File: src/rtl/asfm_pkg.sv
// Package with types and constants for the approximate single-precision multiplier.
`timescale 1ns / 1ps
`default_nettype none
package asfm_pkg;
   localparam int unsigned ExpBias = 127;
   localparam int unsigned HiBits = 13;   // 12 fraction bits plus the hidden one
   localparam int unsigned LoBits = 11;
   localparam int unsigned SumBits = 26;
   localparam logic [SumBits-1:0] RoundAdd = 26'd2;

   // Partial products handed from the multiply stage to the normalize stage.
   typedef struct packed {
      logic                 sign;
      logic [8:0]           expo;
      logic [SumBits-1:0]   sum;
   } prod_type;
endpackage
`default_nettype wire

File: src/rtl/asfm_mant_mul.sv
// Sign, exponent sum and truncated mantissa product of two single-precision words.
`timescale 1ns / 1ps
`default_nettype none
module asfm_mant_mul (
   input  wire logic [31:0]         operand_a,
   input  wire logic [31:0]         operand_b,
   output asfm_pkg::prod_type       prod
);
   logic [asfm_pkg::HiBits-1:0] ha, hb;
   logic [asfm_pkg::LoBits-1:0] la, lb;
   logic [25:0] hh;
   logic [23:0] hl, lh;

   assign ha = {1'b1, operand_a[22:11]};
   assign hb = {1'b1, operand_b[22:11]};
   assign la = operand_a[10:0];
   assign lb = operand_b[10:0];
   assign hh = {13'd0, ha} * {13'd0, hb};
   assign hl = {11'd0, ha} * {13'd0, lb};
   assign lh = {13'd0, la} * {11'd0, hb};

   assign prod.sign = operand_a[31] ^ operand_b[31];
   assign prod.expo = {1'b0, operand_a[30:23]} + {1'b0, operand_b[30:23]};
   assign prod.sum  = hh + {13'd0, hl[23:11]} + {13'd0, lh[23:11]} + asfm_pkg::RoundAdd;
endmodule
`default_nettype wire

File: src/rtl/asfm_norm.sv
// Normalization, underflow flush and packing of the product word.
`timescale 1ns / 1ps
`default_nettype none
module asfm_norm (
   input  wire asfm_pkg::prod_type  prod,
   output logic [31:0]              product
);
   logic [9:0]  expo;
   logic [22:0] frac;
   logic [9:0]  biased;

   always_comb begin
      if (prod.sum[25]) begin
         expo = {1'b0, prod.expo} + 10'd1;
         frac = prod.sum[24:2];
      end else begin
         expo = {1'b0, prod.expo};
         frac = prod.sum[23:1];
      end
      biased = expo - 10'(asfm_pkg::ExpBias);
      if (expo <= 10'(asfm_pkg::ExpBias)) begin
         product = {prod.sign, 31'd0};
      end else begin
         // Exponent bit 8 folds into the sign; higher bits drop off.
         product = {prod.sign | biased[8], biased[7:0], frac};
      end
   end
endmodule
`default_nettype wire

File: src/rtl/approx_single_float_multiply_unit.sv
// Top level of the approximate single-precision multiplier.
`timescale 1ns / 1ps
`default_nettype none
// Channel  Direction  tdata fields (low bit up)
// req      in         operand_a[31:0], operand_b[63:32]
// rsp      out        product[31:0]
// One word enters per cycle while the output is not stalled. The input register
// feeds the multipliers; the products are packed into the output register.
// Reset clears both valid flags. A stalled output holds its word, and the
// input stage still advances whenever the output register is free or leaving.
module approx_single_float_multiply_unit (
   input  wire logic        clock,
   input  wire logic        reset,
   input  wire logic        req_tvalid,
   output logic             req_tready,
   input  wire logic [63:0] req_tdata,   // operand_a, operand_b
   output logic             rsp_tvalid,
   input  wire logic        rsp_tready,
   output logic [31:0]      rsp_tdata    // product
);
   logic        in_vld_ff, out_vld_ff;
   logic [63:0] in_dat_ff;
   logic [31:0] out_dat_ff, out_dat_in;
   logic        adv_out, adv_in;
   asfm_pkg::prod_type prod;

   assign adv_out = !out_vld_ff || rsp_tready;
   assign adv_in  = !in_vld_ff || adv_out;
   assign req_tready = adv_in;

   asfm_mant_mul u_mul (
      .operand_a(in_dat_ff[31:0]),
      .operand_b(in_dat_ff[63:32]),
      .prod(prod)
   );
   asfm_norm u_norm (.prod(prod), .product(out_dat_in));

   always_ff @(posedge clock) begin
      if (reset) begin
         in_vld_ff  <= 1'b0;
         out_vld_ff <= 1'b0;
      end else begin
         if (adv_in) in_vld_ff <= req_tvalid;
         if (adv_out) out_vld_ff <= in_vld_ff;
      end
      if (adv_in && req_tvalid) in_dat_ff <= req_tdata;
      if (adv_out && in_vld_ff) out_dat_ff <= out_dat_in;
   end

   assign rsp_tvalid = out_vld_ff;
   assign rsp_tdata  = out_dat_ff;

   a_hold: assert property (@(posedge clock) disable iff (reset)
      rsp_tvalid && !rsp_tready |=> rsp_tvalid && $stable(rsp_tdata))
      else $error("output word changed while stalled");
   a_move: assert property (@(posedge clock) disable iff (reset)
      in_vld_ff && adv_out |=> out_vld_ff)
      else $error("input stage word lost");
   a_ready: assert property (@(posedge clock) disable iff (reset)
      !out_vld_ff |-> req_tready)
      else $error("input stalled with empty output");
endmodule
`default_nettype wire

File: config.mk
export PLATFORM = sky130hd
export DESIGN_NAME = approx_single_float_multiply_unit
export DESIGN_NICKNAME = d
export VERILOG_FILES = /design/src/rtl/asfm_pkg.sv /design/src/rtl/asfm_mant_mul.sv /design/src/rtl/asfm_norm.sv /design/src/rtl/approx_single_float_multiply_unit.sv
export SDC_FILE = /design/constraint.sdc
export NUM_CORES = 1
export LEC_CHECK = 0
export ABC_AREA = 1
export BUFFER_PORTS_ARGS = -buffer_cell sky130_fd_sc_hd__buf_4
export CORE_MARGIN = 10
export CORE_UTILIZATION = 30
export DETAILED_ROUTE_END_ITERATION = 12
export GPL_TIMING_DRIVEN = 0
export MAX_ROUTING_LAYER = met4
export REMOVE_ABC_BUFFERS = 1
export SYNTH_ARGS = -nofsm -noshare
export SYNTH_HDL_FRONTEND = slang
export SYNTH_HIERARCHICAL = 1
export SYNTH_SLANG_ARGS = --single-unit
File: constraint.sdc
create_clock -name clock -period 14.52 [get_ports clock]
set_input_delay 1.452 -clock clock [delete_from_list [all_inputs] [get_ports clock]]
set_output_delay 1.452 -clock clock [all_outputs]
set_load 0.03 [all_outputs]
# [Word-level counts from Yosys, hierarchy flattened]
# Cells that the tools add are included.
[op_classes] addsub=6 n_mul=3 magnitude_cmp=1 n_mux=3 bitwise=2 reduce_logical=6
[ops] cell="$add A26 B13 Y26" count=2
[ops] cell="$mux W32" count=1
[ops] cell="$add A26 B2 Y26 const B" count=1
[ops] cell="$mul A13 B13 Y26" count=1
[ops] cell="$mul A11 B13 Y24" count=1
[ops] cell="$mul A13 B11 Y24" count=1
[ops] cell="$mux W23" count=1
[ops] cell="$add A9 B1 Y10 const B" count=1
[ops] cell="$le A10 B7 Y1 const B" count=1
[ops] cell="$mux W10" count=1
[ops] cell="$add A8 B8 Y9" count=1
[ops] cell="$sub A9 B7 Y9 const B" count=1
[ops] cell="$logic_and A1 B1 Y1" count=2
[ops] cell="$logic_not A1 Y1" count=2
[ops] cell="$logic_or A1 B1 Y1" count=2
[ops] cell="$or A1 B1 Y1" count=1
[ops] cell="$xor A1 B1 Y1" count=1
[totals] register_bits=98 inputBits=68 out_inout_bits=34 word_cells=26

# [Depth between registers and ports, before layout]
# Gate-level depths: netlist of the first run.
[depth] word_depth=8 depth_mapped=57 depth_no_buf=55

# [By module]
# Netlist of the first run, hierarchy kept.
[by_module_without_submodules] mod="asfm_mant_mul" instances=1 cells_each=2311 area_per_inst_um2=16729.8 seq_area_each_um2=0.0
[by_module_without_submodules] mod="approx_single_float_multiply_unit" instances=1 cells_each=108 area_per_inst_um2=2974.1 seq_area_each_um2=2922.8
[by_module_without_submodules] mod="asfm_norm" instances=1 cells_each=179 area_per_inst_um2=847.1 seq_area_each_um2=0.0

# [Worst setup path after synthesis of the first run]
# OpenSTA, ideal clock, no wires.
[synth_path] kind="flip-flop to flip-flop" from="reg in_dat_ff[54]" to="reg out_dat_ff[29] (netlist: rsp_tdata[29]) (data pin)" setup_time_ns=0.253 arrival_time_ns=9.917 slack_ns=4.350 stages_incl_launch_ff=52 synth_period_minus_slack_ns=10.170 path_cell_list="edfxtp_1 -> clkbuf_1 -> nand2_1 -> fa_1 -> inv_1 -> fa_1 -> inv_1 -> fa_1 -> inv_1 -> fa_1 -> inv_1 -> fa_1 -> inv_1 -> ha_1 -> nand2_2 -> nor4_2 -> nand2_1 -> nand2_2 -> (+16 left out) -> nand2_1 -> nand2_1 -> nand2_1 -> nand2_1 -> nand2_1 -> nand2_1 -> nand2_1 -> buf_4 -> nor2_1 -> nor2_2 -> ha_1 -> inv_1 -> nor2_1 -> nand3_1 -> nor2_1 -> nand3_1 -> nand2_1 -> nor2_1"
[synth_lines] element="start, declared" line="approx_single_float_multiply_unit.sv:22" source="logic [63:0] in_dat_ff;"
[synth_lines] element="start signal, assigned" line="approx_single_float_multiply_unit.sv:46" source="if (adv_in && req_tvalid) in_dat_ff <= req_tdata;"
[synth_lines] element="end signal, assigned" line="approx_single_float_multiply_unit.sv:47" source="if (adv_out && in_vld_ff) out_dat_ff <= out_dat_in;"
[synth_lines] element="end, declared" line="approx_single_float_multiply_unit.sv:23" source="logic [31:0] out_dat_ff, out_dat_in;"

==> flow_metrics.tcl, run 1 <==
set metrics [dict create \
    outcome "finished, final reports clean" \
    rr_worst_depth 44 \
    all_layer_gr_usage_pct 13.3 \
    synthCells 2597 \
    multi_input_comb_area_um2 14500 \
    initial_utilization_pct 30.4 \
    wire_per_inst_um 14.1 \
    clock_path_buffers 2 \
    overflow 0 \
    yosysWarningCount 6 \
    dieArea_um2 79400 \
    setup_violations 0 \
    num-fill-cells 7160 \
    fmaxAchievable_mhz 77.1 \
    crit_type "flip-flop to flip-flop" \
    critPathLaunchType "flip-flop" \
    crit-reg2reg-launch "in_dat_ff[18]" \
    fp.coreArea_um2 67500 \
    ios 102 \
    vias_per_cell 4.45 \
    clock_latency_at_the_later_pin_of_the_worst_skew_pair_ps 380 \
    critPathMaxFanout 29 \
    worstHoldPathType "flip-flop to flip-flop" \
    crit_slowest_cell "edfxtp_1" \
    cap_violations 0 \
    ant_nets 0 \
    top_delay_family_on_crit_path "adder cells" \
    first_global_vias 16500 \
    timing.final.crit_share_pct 89.3 \
    holdPathEnd "in_vld_ff" \
    final_layout_size_suffix_gt1_share_pct 5.96 \
    critPathArrivalTime_ps 13030 \
    cts.sinks 98 \
    syn_area_um2 20500 \
    cts_root_buffer "clkbuf_16" \
    antenna_found_initial 0 \
    post-cts-setup-buffer-count 0 \
    final_net_count 3254 \
    hpwl_after_detailed_placement_mm 38.8 \
    final_period_minus_worst_setup_slack_ps 12970 \
    regToRegSetupSlack_ps 1550 \
    grt_start_max_net_pins 65 \
    reg_to_reg_endpoint "rsp_tdata[6]" \
    die_height_um 282 \
    critical-path-max-stage-delay_ps 1270 \
    min_delay_path_depth 2 \
    die-width_um 282 \
    fin_worst_skew_ps 16.7 \
    setup_repair_after_global_routing_missed_its_margin "false" \
    residual_drc_count 0 \
    number_of_buffers_created_by_cts 9 \
    crit_required_ps 14580 \
    grt_pass1_wl_mm 83.8 \
    worstHoldStart "in_vld_ff" \
    antennaDiodeCount 0 \
    clk_pin_slew_worst_paths_ps 70 \
    detail_route.first_pass.iterations 5 \
    area_growth_pct 9.08 \
    routed_wirelength_mm 49.4 \
    max_slew.worst_pin.slew_ps 1380 \
    postCtsResizedCells 0 \
    slew_headroom_pct 8.23 \
    register_area_um2 2920 \
    post_cts_hold_buffer_count 0 \
    setup_total_negative_slack_ps 0 \
    cp-end-kind "flip-flop" \
    critical_path.most_common_cell "nand2_1" \
    final_number_of_max_transition_violations 0 \
    finalWeightedCongestion 0.922 \
    htreeDepth 3 \
    row_count 95 \
    cp.buffers_inverters 7 \
    route.vias.total 15600 \
    cts_tree "done" \
    hold_viol 0 \
    syn-mean-instance-area_um2 7.91 \
    port-buffer-count 101 \
    detail_route.iter0.violations 956 \
]
==> area by class of cell <==
cell class	count	area share (%)
Clock buffer	9	1.00
Clock inverter	6	0.301
Inverter	758	12.7
Multi-Input combinational cell	1663	64.6
Sequential cell	98	13.0
Tap cell	873	4.87
Timing Repair Buffer	102	3.47
==> registers in the layout (all words and copies together), names as in the netlist <==
| signal | count |
|---|---|
| rsp_tdata | 32 |
| in_dat_ff | 64 |
| rsp_tvalid | 1 |
| in_vld_ff | 1 |
==> routing by layer <==
| layer | wire (um) | track usage (%) | up-vias |
|---|---|---|---|
| met4 | 951 | 3.37 | 0 |
| met1 | 22500 | 17.2 | 7569 |
| li1 | - | - | 7682 |
| met5 | 0 | - | - |
| met3 | 2120 | 1.31 | 38 |
| met2 | 23800 | 22.3 | 330 |
==> worst max-delay path by stage <==
stage,start,slack [ps],endpoint,depth (start not counted)
CTS,in_dat_ff[17],1140,rsp_tdata[2],44
finish,in_dat_ff[18],1550,rsp_tdata[6],44
detailed placement,in_dat_ff[17],1150,rsp_tdata[2],44
global route,in_dat_ff[18],690,rsp_tdata[6],45
global placement,in_dat_ff[17],1200,rsp_tdata[7],44
floorplan,in_dat_ff[54],3440,rsp_tdata[29],46
==> worst reg2reg max path: cells and delay by family, from the launching register on <==
family          cells  cell delay, ps
buf+inv             7             380
flops               1            1270
compound gates      1             200
fa+ha+maj          13            6350
simple gates       23            4450
==> through the flow <==
step                setup slack (ps)  cells  util, %  cell area (um^2)  hold slack [ps]
floorplan                       3440   2519        -             20200              457
global placement                1200   3493     32.7             22100              474
detailed placement              1150   3494     32.8             22100              494
CTS                             1140   3509     33.2             22400              506
global route                     693   3509     33.2             22400              547
finish                          1550   3509     33.2             22400              503
==> layout by cell type (no fill, tap or decap), drive strengths merged <==
cell	instances
fa	340
and2	4
a21boi	3
dfxtp	2
o21a	4
a31oi	3
inv	759
nand2	668
nand3	64
a21o	8
o211ai	3
nor3	14
clkinv	4
clkbuf	9
o21ai	57
xnor2	10
nor2	111
o22ai	1
ha	214
xor2	33
nor4	4
bufinv	1
buf	102
nand4	22
nand3b	8
edfxtp	96
a21oi	80
o21bai	11
o31ai	1
Power of run 1 is not shown: default switching activity piles up to over one toggle a cycle in this logic, so the estimate is an artifact.
==> run 2, diff against run 1 <==
ABC_AREA = not set   (was 1)
==> flow_metrics.tcl, run 2 <==
set metrics [dict create \
    clock_path_buffers 2 \
    vias_per_cell 4.60 \
    grt_start_max_net_pins 65 \
    syn-mean-instance-area_um2 9.54 \
    post-cts-setup-buffer-count 0 \
    antennaDiodeCount 0 \
    ios 102 \
    setup_repair_after_global_routing_missed_its_margin "false" \
    critPathArrivalTime_ps 13750 \
    critPathLaunchType "flip-flop" \
    fin_worst_skew_ps 18.5 \
    finalWeightedCongestion 0.849 \
    slew_headroom_pct 16.4 \
    critPathMaxFanout 29 \
    number_of_buffers_created_by_cts 9 \
    cp-end-kind "flip-flop" \
    final_period_minus_worst_setup_slack_ps 13550 \
    wl_met1_mm 20.2 \
    post_cts_hold_buffer_count 0 \
    layout_common_cells "inv_1 (456), fa_1 (340), nand2_1 (234), ha_1 (214), and2_1 (194)" \
    final_layout_size_suffix_gt1_share_pct 6.49 \
    htreeDepth 3 \
    dp_worst_setup_slack_ps 1050 \
    row_count 92 \
    critical_path.most_common_cell "fa_1" \
    crit_slowest_cell "edfxtp_1" \
    crit_type "flip-flop to flip-flop" \
    cap_violations 0 \
    route.vias.total 13300 \
    synthCells 2017 \
    route.met3.wl_mm 2.07 \
    fp.coreArea_um2 63300 \
    setup_violations 0 \
    all_layer_gr_usage_pct 13.1 \
    critical-path-max-stage-delay_ps 1100 \
    clock_latency_at_the_later_pin_of_the_worst_skew_pair_ps 390 \
    max_slew.worst_pin.slew_ps 1250 \
    maxUsedRoutingLayer "met4" \
    layout_commonest_cell "inv_1" \
    met2_wirelength_mm 23.4 \
    wire_per_inst_um 16.1 \
    first_global_vias 14800 \
    syn_area_um2 19200 \
    hpwl_after_detailed_placement_mm 36.0 \
    port-buffer-count 101 \
    postLayoutSetupSlackWorst_ps 974 \
    dieArea_um2 74600 \
    ant_nets 0 \
    worstHoldPathType "flip-flop to flip-flop" \
    final_net_count 2667 \
    largest_register_ff_count 64 \
    die_height_um 273 \
    cts_root_buffer "clkbuf_16" \
    num-fill-cells 6488 \
    residual_drc_count 0 \
    grt_pass1_wl_mm 76.5 \
    antenna_found_initial 0 \
    fmaxAchievable_mhz 73.8 \
    crit_required_ps 14730 \
    postCtsResizedCells 0 \
    final_number_of_max_transition_violations 0 \
    hold_viol 0 \
    initial_utilization_pct 30.4 \
    clk_pin_slew_worst_paths_ps 80 \
    cts.sinks 98 \
    area_growth_pct 9.22 \
    detail_route.iter0.violations 436 \
    cts_tree "done" \
    overflow 0 \
    registers.top_by_ff_count "in_dat_ff" \
    outcome "finished, final reports clean" \
    detail_route.first_pass.iterations 6 \
    die-width_um 273 \
    timing.final.crit_share_pct 93.3 \
    routed_wirelength_mm 46.6 \
    yosysWarningCount 6 \
]
run 2: final cells by class:
cell class / instances / area, um^2 / area share [%]
clock inverters: 7 / 51.3 / 0.244
well taps: 846 / 1060 / 5.04
inverters: 456 / 1710 / 8.15
flip-flops and latches: 98 / 2920 / 13.9
clock buffers: 9 / 225 / 1.07
multi-input cells: 1377 / 14200 / 67.8
repair buffers: 103 / 788 / 3.75
run 2: through the flow:
step	instance area [um^2]	setup TNS, ps	instances	utilization (%)	hold slack [ps]
CTS	21000	0	2896	33.2	503
global route	21000	0	2896	33.2	512
global placement	20700	-20530	2878	32.7	473
floorplan	18900	0	1931	-	461
finish	21000	0	2896	33.2	497
detailed placement	20700	0	2880	32.7	492
run 2: per-layer routing:
metal / GRT usage (%) / vias to the layer above
met4: 3.62 / 0
met5: - / -
met1: 15.7 / 6759
met3: 2.26 / 57
met2: 22.5 / 293
li1: - / 6213
run 2: worst paths after layout:
check	start	to	slack (ps)	depth (start not counted)
setup / recovery	in_dat_ff[51]	rsp_tdata[29]	970	38
setup reg to reg	in_dat_ff[51]	rsp_tdata[29]	970	38
hold reg to reg	in_vld_ff	rsp_tvalid	500	2
hold / removal	in_vld_ff	rsp_tvalid	500	2
run 2: worst max-delay path: cells and delay by family, from the launching register on:
family	cells	cell delay, ps
xor+xnor	1	290
mux	1	210
flops	1	1100
fa+ha+maj	13	6230
simple gates	6	2140
buf+inv	6	490
compound gates	11	2890
Power of run 2 is left out for the same reason.
